**src/sv/lsr_pkg.sv**
```systemverilog
package lsr_pkg;

  // Coordinate width of the endpoints and of the emitted pixels.
  localparam int COORD_BITS = 12;
  // Spans between two coordinates need one more bit.
  localparam int DELTA_BITS = COORD_BITS + 1;
  // The rounding error holds up to four spans with sign.
  localparam int ERR_BITS = COORD_BITS + 3;
  // Configuration registers are as wide as a coordinate.
  localparam int CFG_BITS = COORD_BITS;

  typedef logic signed [COORD_BITS-1:0] coord_t;
  typedef logic [CFG_BITS-1:0] cfg_word_t;

  typedef enum logic {
    CMD_START = 1'b0,
    CMD_STEP  = 1'b1
  } cmd_t;

  typedef enum logic {
    REG_CANVAS_WIDTH  = 1'b0,
    REG_CANVAS_HEIGHT = 1'b1
  } reg_index_t;

  localparam logic [CFG_BITS-1:0] CANVAS_WIDTH_RST  = CFG_BITS'(600);
  localparam logic [CFG_BITS-1:0] CANVAS_HEIGHT_RST = CFG_BITS'(600);

  typedef struct packed {
    cmd_t   command;
    coord_t start_x;
    coord_t start_y;
    coord_t end_x;
    coord_t end_y;
  } in_item_t;

  typedef struct packed {
    coord_t pixel_x;
    coord_t pixel_y;
    logic   inside_res;
    logic   last_pixel;
  } out_item_t;

endpackage

```
**src/sv/lsr_walker.sv**
```systemverilog
module lsr_walker
  import lsr_pkg::*;
(
  input  logic      clk,
  input  logic      rst_n,
  input  logic      adv,
  input  in_item_t  item,
  input  cfg_word_t canvas_width,
  input  cfg_word_t canvas_height,
  output logic      res_valid,
  output out_item_t res
);

  logic                         line_active_r, line_active_nxt;
  logic                         walk_y_r, walk_y_nxt;
  coord_t                       major_pos_r, major_pos_nxt;
  coord_t                       major_end_r, major_end_nxt;
  coord_t                       minor_pos_r, minor_pos_nxt;
  logic        [DELTA_BITS-1:0] major_delta_r, major_delta_nxt;
  logic signed [DELTA_BITS-1:0] minor_delta_r, minor_delta_nxt;
  logic signed [ERR_BITS-1:0]   err_r, err_nxt;

  logic signed [DELTA_BITS-1:0] dx, dy, adx, ady;
  logic                         steep, swap;
  coord_t                       a0, b0, a1, b1;
  logic signed [DELTA_BITS-1:0] span;
  logic signed [ERR_BITS-1:0]   two_major, err_sum;
  coord_t                       px, py;

  always_comb begin
    // Start: pick the major axis and order the endpoints along it.
    dx    = DELTA_BITS'(item.end_x) - DELTA_BITS'(item.start_x);
    dy    = DELTA_BITS'(item.end_y) - DELTA_BITS'(item.start_y);
    adx   = dx[DELTA_BITS-1] ? -dx : dx;
    ady   = dy[DELTA_BITS-1] ? -dy : dy;
    steep = ady > adx;
    if (steep) begin
      a0 = item.start_y; b0 = item.start_x; a1 = item.end_y; b1 = item.end_x;
    end else begin
      a0 = item.start_x; b0 = item.start_y; a1 = item.end_x; b1 = item.end_y;
    end
    swap = a0 > a1;
    if (swap) begin
      {a0, a1} = {a1, a0};
      {b0, b1} = {b1, b0};
    end
    span = DELTA_BITS'(a1) - DELTA_BITS'(a0);

    // Step: advance the major axis and correct the minor one by the error.
    two_major = {{(ERR_BITS-DELTA_BITS-1){1'b0}}, major_delta_r, 1'b0};
    err_sum   = err_r + {{(ERR_BITS-DELTA_BITS-1){minor_delta_r[DELTA_BITS-1]}},
                         minor_delta_r, 1'b0};

    line_active_nxt = line_active_r;
    walk_y_nxt      = walk_y_r;
    major_pos_nxt   = major_pos_r;
    major_end_nxt   = major_end_r;
    minor_pos_nxt   = minor_pos_r;
    major_delta_nxt = major_delta_r;
    minor_delta_nxt = minor_delta_r;
    err_nxt         = err_r;
    res_valid       = 1'b0;

    if (adv) begin
      if (item.command == CMD_START) begin
        walk_y_nxt      = steep;
        major_pos_nxt   = a0;
        major_end_nxt   = a1;
        minor_pos_nxt   = b0;
        major_delta_nxt = span;
        minor_delta_nxt = DELTA_BITS'(b1) - DELTA_BITS'(b0);
        err_nxt         = {{(ERR_BITS-DELTA_BITS){1'b0}}, span};
        line_active_nxt = a0 != a1;
        res_valid       = 1'b1;
      end else if (line_active_r) begin
        major_pos_nxt = major_pos_r + coord_t'(1);
        if (err_sum >= two_major) begin
          err_nxt       = err_sum - two_major;
          minor_pos_nxt = minor_pos_r + coord_t'(1);
        end else if (err_sum < 0) begin
          err_nxt       = err_sum + two_major;
          minor_pos_nxt = minor_pos_r - coord_t'(1);
        end else begin
          err_nxt = err_sum;
        end
        line_active_nxt = major_pos_nxt != major_end_r;
        res_valid       = 1'b1;
      end
    end

    px = walk_y_nxt ? minor_pos_nxt : major_pos_nxt;
    py = walk_y_nxt ? major_pos_nxt : minor_pos_nxt;
    res.pixel_x    = px;
    res.pixel_y    = py;
    res.inside_res = !px[COORD_BITS-1] && !py[COORD_BITS-1] &&
                     (cfg_word_t'(px) < canvas_width) &&
                     (cfg_word_t'(py) < canvas_height);
    res.last_pixel = !line_active_nxt;
  end

  always_ff @(posedge clk) begin
    if (!rst_n) begin
      line_active_r <= 1'b0;
      walk_y_r      <= 1'b0;
      major_pos_r   <= '0;
      major_end_r   <= '0;
      minor_pos_r   <= '0;
      major_delta_r <= '0;
      minor_delta_r <= '0;
      err_r         <= '0;
    end else begin
      line_active_r <= line_active_nxt;
      walk_y_r      <= walk_y_nxt;
      major_pos_r   <= major_pos_nxt;
      major_end_r   <= major_end_nxt;
      minor_pos_r   <= minor_pos_nxt;
      major_delta_r <= major_delta_nxt;
      minor_delta_r <= minor_delta_nxt;
      err_r         <= err_nxt;
    end
  end

endmodule

```
**src/sv/line_segment_rasterizer.sv**
```systemverilog
// Line segment rasterizer. A start item carries two signed endpoints and
// yields the first pixel of the segment; each following step item yields the
// next pixel, one pixel per item, until the pixel marked last_pixel. The
// segment is walked along its longer axis in increasing coordinate order, and
// the other coordinate is the exact line value rounded half up, kept by an
// integer error term, so the result is exact with no fractions. Every pixel
// also says whether it lies inside the canvas set by the canvas_width and
// canvas_height registers (reset value 600 each). A step item while no line
// is running produces nothing, and a start item always drops a running line.
// The block takes one item per clock cycle while in_stall is low: an item
// is registered at the input, the walker updates its position and error
// term from it as it leaves the input register, and its pixel lands in the
// output register. A stall on the output backs up into in_stall only once
// both the output register and the input register hold an item. Canvas
// registers should be written only while no item is in flight.
module line_segment_rasterizer
  import lsr_pkg::*;
(
  input  logic       clk,
  input  logic       rst_n,
  input  logic       cfg_we,
  input  reg_index_t cfg_index,
  input  cfg_word_t  cfg_data,
  input  logic       in_valid,
  output logic       in_stall,
  input  in_item_t   in_item,
  output logic       out_valid,
  input  logic       out_stall,
  output out_item_t  out_item
);

  cfg_word_t canvas_width_r;
  cfg_word_t canvas_height_r;

  // Input register stage.
  logic      s1_valid_r;
  in_item_t  s1_item_r;
  logic      s1_adv;

  // Output register stage.
  logic      out_valid_r;
  out_item_t out_item_r;

  logic      walk_valid;
  out_item_t walk_res;

  // The held item moves on whenever the output register is empty or is being
  // taken in this same cycle.
  assign s1_adv   = s1_valid_r && (!out_valid_r || !out_stall);
  assign in_stall = s1_valid_r && !s1_adv;

  always_ff @(posedge clk) begin
    if (!rst_n) begin
      canvas_width_r  <= CANVAS_WIDTH_RST;
      canvas_height_r <= CANVAS_HEIGHT_RST;
    end else if (cfg_we) begin
      case (cfg_index)
        REG_CANVAS_WIDTH:  canvas_width_r  <= cfg_data;
        REG_CANVAS_HEIGHT: canvas_height_r <= cfg_data;
        default: ;
      endcase
    end
  end

  always_ff @(posedge clk) begin
    if (!rst_n) begin
      s1_valid_r <= 1'b0;
    end else if (!in_stall) begin
      s1_valid_r <= in_valid;
    end
  end

  always_ff @(posedge clk) begin
    if (!in_stall && in_valid) begin
      s1_item_r <= in_item;
    end
  end

  lsr_walker u_walker (
    .clk           (clk),
    .rst_n         (rst_n),
    .adv           (s1_adv),
    .item          (s1_item_r),
    .canvas_width  (canvas_width_r),
    .canvas_height (canvas_height_r),
    .res_valid     (walk_valid),
    .res           (walk_res)
  );

  // A step item with no running line advances but leaves the output empty.
  always_ff @(posedge clk) begin
    if (!rst_n) begin
      out_valid_r <= 1'b0;
    end else if (s1_adv) begin
      out_valid_r <= walk_valid;
    end else if (!out_stall) begin
      out_valid_r <= 1'b0;
    end
  end

  always_ff @(posedge clk) begin
    if (s1_adv && walk_valid) begin
      out_item_r <= walk_res;
    end
  end

  assign out_valid = out_valid_r;
  assign out_item  = out_item_r;

endmodule

```
**config.mk**
```make
export PLATFORM = sky130hd
export DESIGN_NAME = line_segment_rasterizer
export DESIGN_NICKNAME = d
export VERILOG_FILES = /design/src/sv/lsr_pkg.sv /design/src/sv/lsr_walker.sv /design/src/sv/line_segment_rasterizer.sv
export SDC_FILE = /design/constraint.sdc
export NUM_CORES = 1
export LEC_CHECK = 0
export ABC_AREA = 1
export ABC_CLOCK_PERIOD_IN_PS = 16300
export BUFFER_PORTS_ARGS = -buffer_cell sky130_fd_sc_hd__buf_2
export CAP_MARGIN = 20
export CORE_MARGIN = 2
export CORE_UTILIZATION = 43
export CTS_CLUSTER_SIZE = 12
export DETAILED_ROUTE_END_ITERATION = 10
export GPL_TIMING_DRIVEN = 1
export SYNTH_ARGS = -nofsm -noshare
export SYNTH_HDL_FRONTEND = slang
export SYNTH_SLANG_ARGS = --single-unit
```
**constraint.sdc**
```tcl
create_clock -name clk -period 16.3 [get_ports clk]
set_input_delay 1.63 -clock clk [delete_from_list [all_inputs] [get_ports clk]]
set_output_delay 1.63 -clock clk [all_outputs]
set_load 0.03 [all_outputs]
```
==> flow_metrics.tcl <==
set metrics [dict create \
    outcome "complete, no violations" \
    start_util_pct 43.73 \
    avgSynthCellArea_um2 7.164 \
    cts_buffers 17 \
    dieHeight_um 186.1 \
    post_cts_buffers 0 \
    routedWlPerCell_um 16.23 \
    grt_pass1_wl_mm 64.92 \
    clk_pin_slew_worst_paths_ns 0.07 \
    grt_max_degree 78 \
    cts_buffer_depth 2 \
    whs_ns 0.4673 \
    clk_latency_ns 0.46 \
    viasPerCell 5.185 \
    period_needed_ns 10.80 \
    yosysUniqueCellTypes 60 \
    design.core.area_um2 32620 \
    final_hold_viol_count 0 \
    ant_nets 0 \
    htree_levels 4 \
    gp_congestion 0.9226 \
    synth_ff_type "dfxtp_1" \
    ys_seq_area_share_pct 30.53 \
    fp-row-count 66 \
    critPathArrivalTime_ns 11.11 \
    syn-cell-area_um2 14260 \
    drv_cap 0 \
    worstMarginPinSlew_ns 0.9878 \
    io_buffers 94 \
    crit_path_max_fanout 77 \
    nFillCells 3325 \
    vias 12982 \
    syn-num-nets 2193 \
    finalSetupTns_ns 0 \
    slew_headroom_pct 34.14 \
    post-route-period-util_pct 66.24 \
    dp_hpwl_mm 31.98 \
    synth_compound_area_share_pct 17.20 \
    yosys.area_share.simple_pct 23.04 \
    cp-start-kind "flip-flop" \
    synth_edf_count 75 \
    ys_warn_count 0 \
    area_growth_pct 9.859 \
    synth_top_family_by_area "simple AND/OR/NAND/NOR gates" \
    drive_gt1_share_pct 9.214 \
    clock_sinks 180 \
    die_area_um2 34640 \
    fmax_mhz 92.62 \
    grt_pass1_vias 12115 \
    slew_violations 0 \
    yosysMostFrequentCell "nand2_1" \
    crit_type "flip-flop to flip-flop" \
    synthArstFlopShare_pct 0 \
    synthMuxAreaShare_pct 0.4912 \
    crit_path_end_kind "flip-flop" \
    setup_viol 0 \
    grtUsageTotal_pct 24.05 \
    skew_ns 0.01853 \
    synth_common_cells "452 x nand2_1, 288 x inv_1, 158 x o21ai_0" \
    slowest_delay_ns 0.74 \
    place_area_um2 15020 \
    drt_wl_total_mm 40.64 \
    die_x_um 186.1 \
    critical_path.slowest_cell "o21ai_0" \
    hold_path_class "flip-flop to flip-flop" \
    postCtsHoldBufs 0 \
    synth_area_leaders "edfxtp_1 16%, dfxtp_1 15%, nand2_1 12%" \
    drc 0 \
    nets 2251 \
    required_ns 16.61 \
    crit_buf_inv 6 \
    ctsRootBufferMaster "clkbuf_16" \
    drt_iter0_markers 1114 \
    synth_top_area_share_pct 15.79 \
    yosysTopAreaCell "edfxtp_1" \
    synthAdderAreaFrac_pct 12.16 \
    multi_input_area_um2 8452 \
    synth_seq_cells 180 \
    cts_tree "built" \
    grt-ovfl-total 0 \
    crit_path_frequent_cell "nand2_1" \
    antenna_cells 0 \
    rsz0062_at_grt "false" \
    ff_latch_area_um2 4354 \
    yosys.area_share.xor_xnor_pct 6.325 \
    post_cts_resized 0 \
    synthCells 1991 \
    io_pins 95 \
    antenna_found_initial 0 \
    dr.pass1.iters 6 \
    critPathTopFamily "compound AO/OA/AOI/OAI gates" \
    fin_area_um2 15670 \
]
## per-layer routing
| metal | vias to the layer above | global-route usage, % | part of all wire (%) |
|---|---|---|---|
| met4 | 0 | 5.827 | 1.7 |
| met2 | 332 | 38.62 | 45 |
| met3 | 39 | 2.706 | 4.2 |
| met5 | - | 0 | 0 |
| met1 | 5925 | 34.58 | 49 |
| li1 | 6686 | - | - |
## registers in the layout (all words and copies together), names as in the netlist
register	count
out_valid	1
u_walker.err_r	15
u_walker.major_pos_r	12
u_walker.major_end_r	12
s1_valid_r	1
u_walker.walk_y_r	1
u_walker.major_delta_r	13
canvas_height_r	12
u_walker.minor_pos_r	12
u_walker.minor_delta_r	13
canvas_width_r	12
u_walker.line_active_r	1
out_item	26
s1_item_r	49
## final timing paths
kind,to,slack [ns],startpoint,cells past startpoint
max,out_item[1],5.50,s1_item_r[24],50
min,canvas_height_r[7],0.47,canvas_height_r[7],2
max reg2reg,out_item[1],5.50,s1_item_r[24],50
min reg2reg,canvas_height_r[7],0.47,canvas_height_r[7],2
## cells in the final DEF, fill, tap and decap left out, drive strengths merged, types with 5 or more instances in the layout
cell    instances
a21oi         134
a31oi          11
buf           104
clkbuf         17
clkinv         11
dfxtp         105
edfxtp         75
fa              6
ha            129
inv           300
mux2i           7
nand2         469
nand3          99
nand4          22
nor2          146
nor3           18
nor4            5
o211ai         37
o21ai         192
o21bai         23
o221ai          5
o22ai           5
o31ai           5
or2             8
xnor2          30
xor2           73
## cell type report
type	instances	share of cell area (%)
tap	442	3.529
clock inverter	15	1.333
timing repair buffer	104	3.561
sequential	180	27.79
inverter	298	7.138
clock buffer	17	2.715
multi-input combinational	1448	53.94
## worst min-delay path: cells and delay by family, from the launching register on
family | cells | cell delay, ns
compound gates | 1 | 0.06
buf+inv | 1 | 0.06
flops | 1 | 0.30
## per-stage QoR
stage	std cells	setup slack, ns	utilization, %
2_1_floorplan	1991	8.528	-
3_3_place_gp	2471	5.909	46.03
3_5_place_dp	2471	5.617	46.03
4_1_cts	2503	5.588	47.98
5_1_grt	2504	4.478	48.04
6_report	2504	5.503	48.04
## cells by family after synthesis
| family | after synthesis |
|---|---|
| buf+inv | 363 |
| flops | 180 |
| xor+xnor | 103 |
| simple gates | 774 |
| mux | 7 |
| fa+ha+maj | 135 |
| compound gates | 429 |
Power is not shown: default switching activity piles up to over one toggle a cycle in this logic, so the estimate is an artifact.
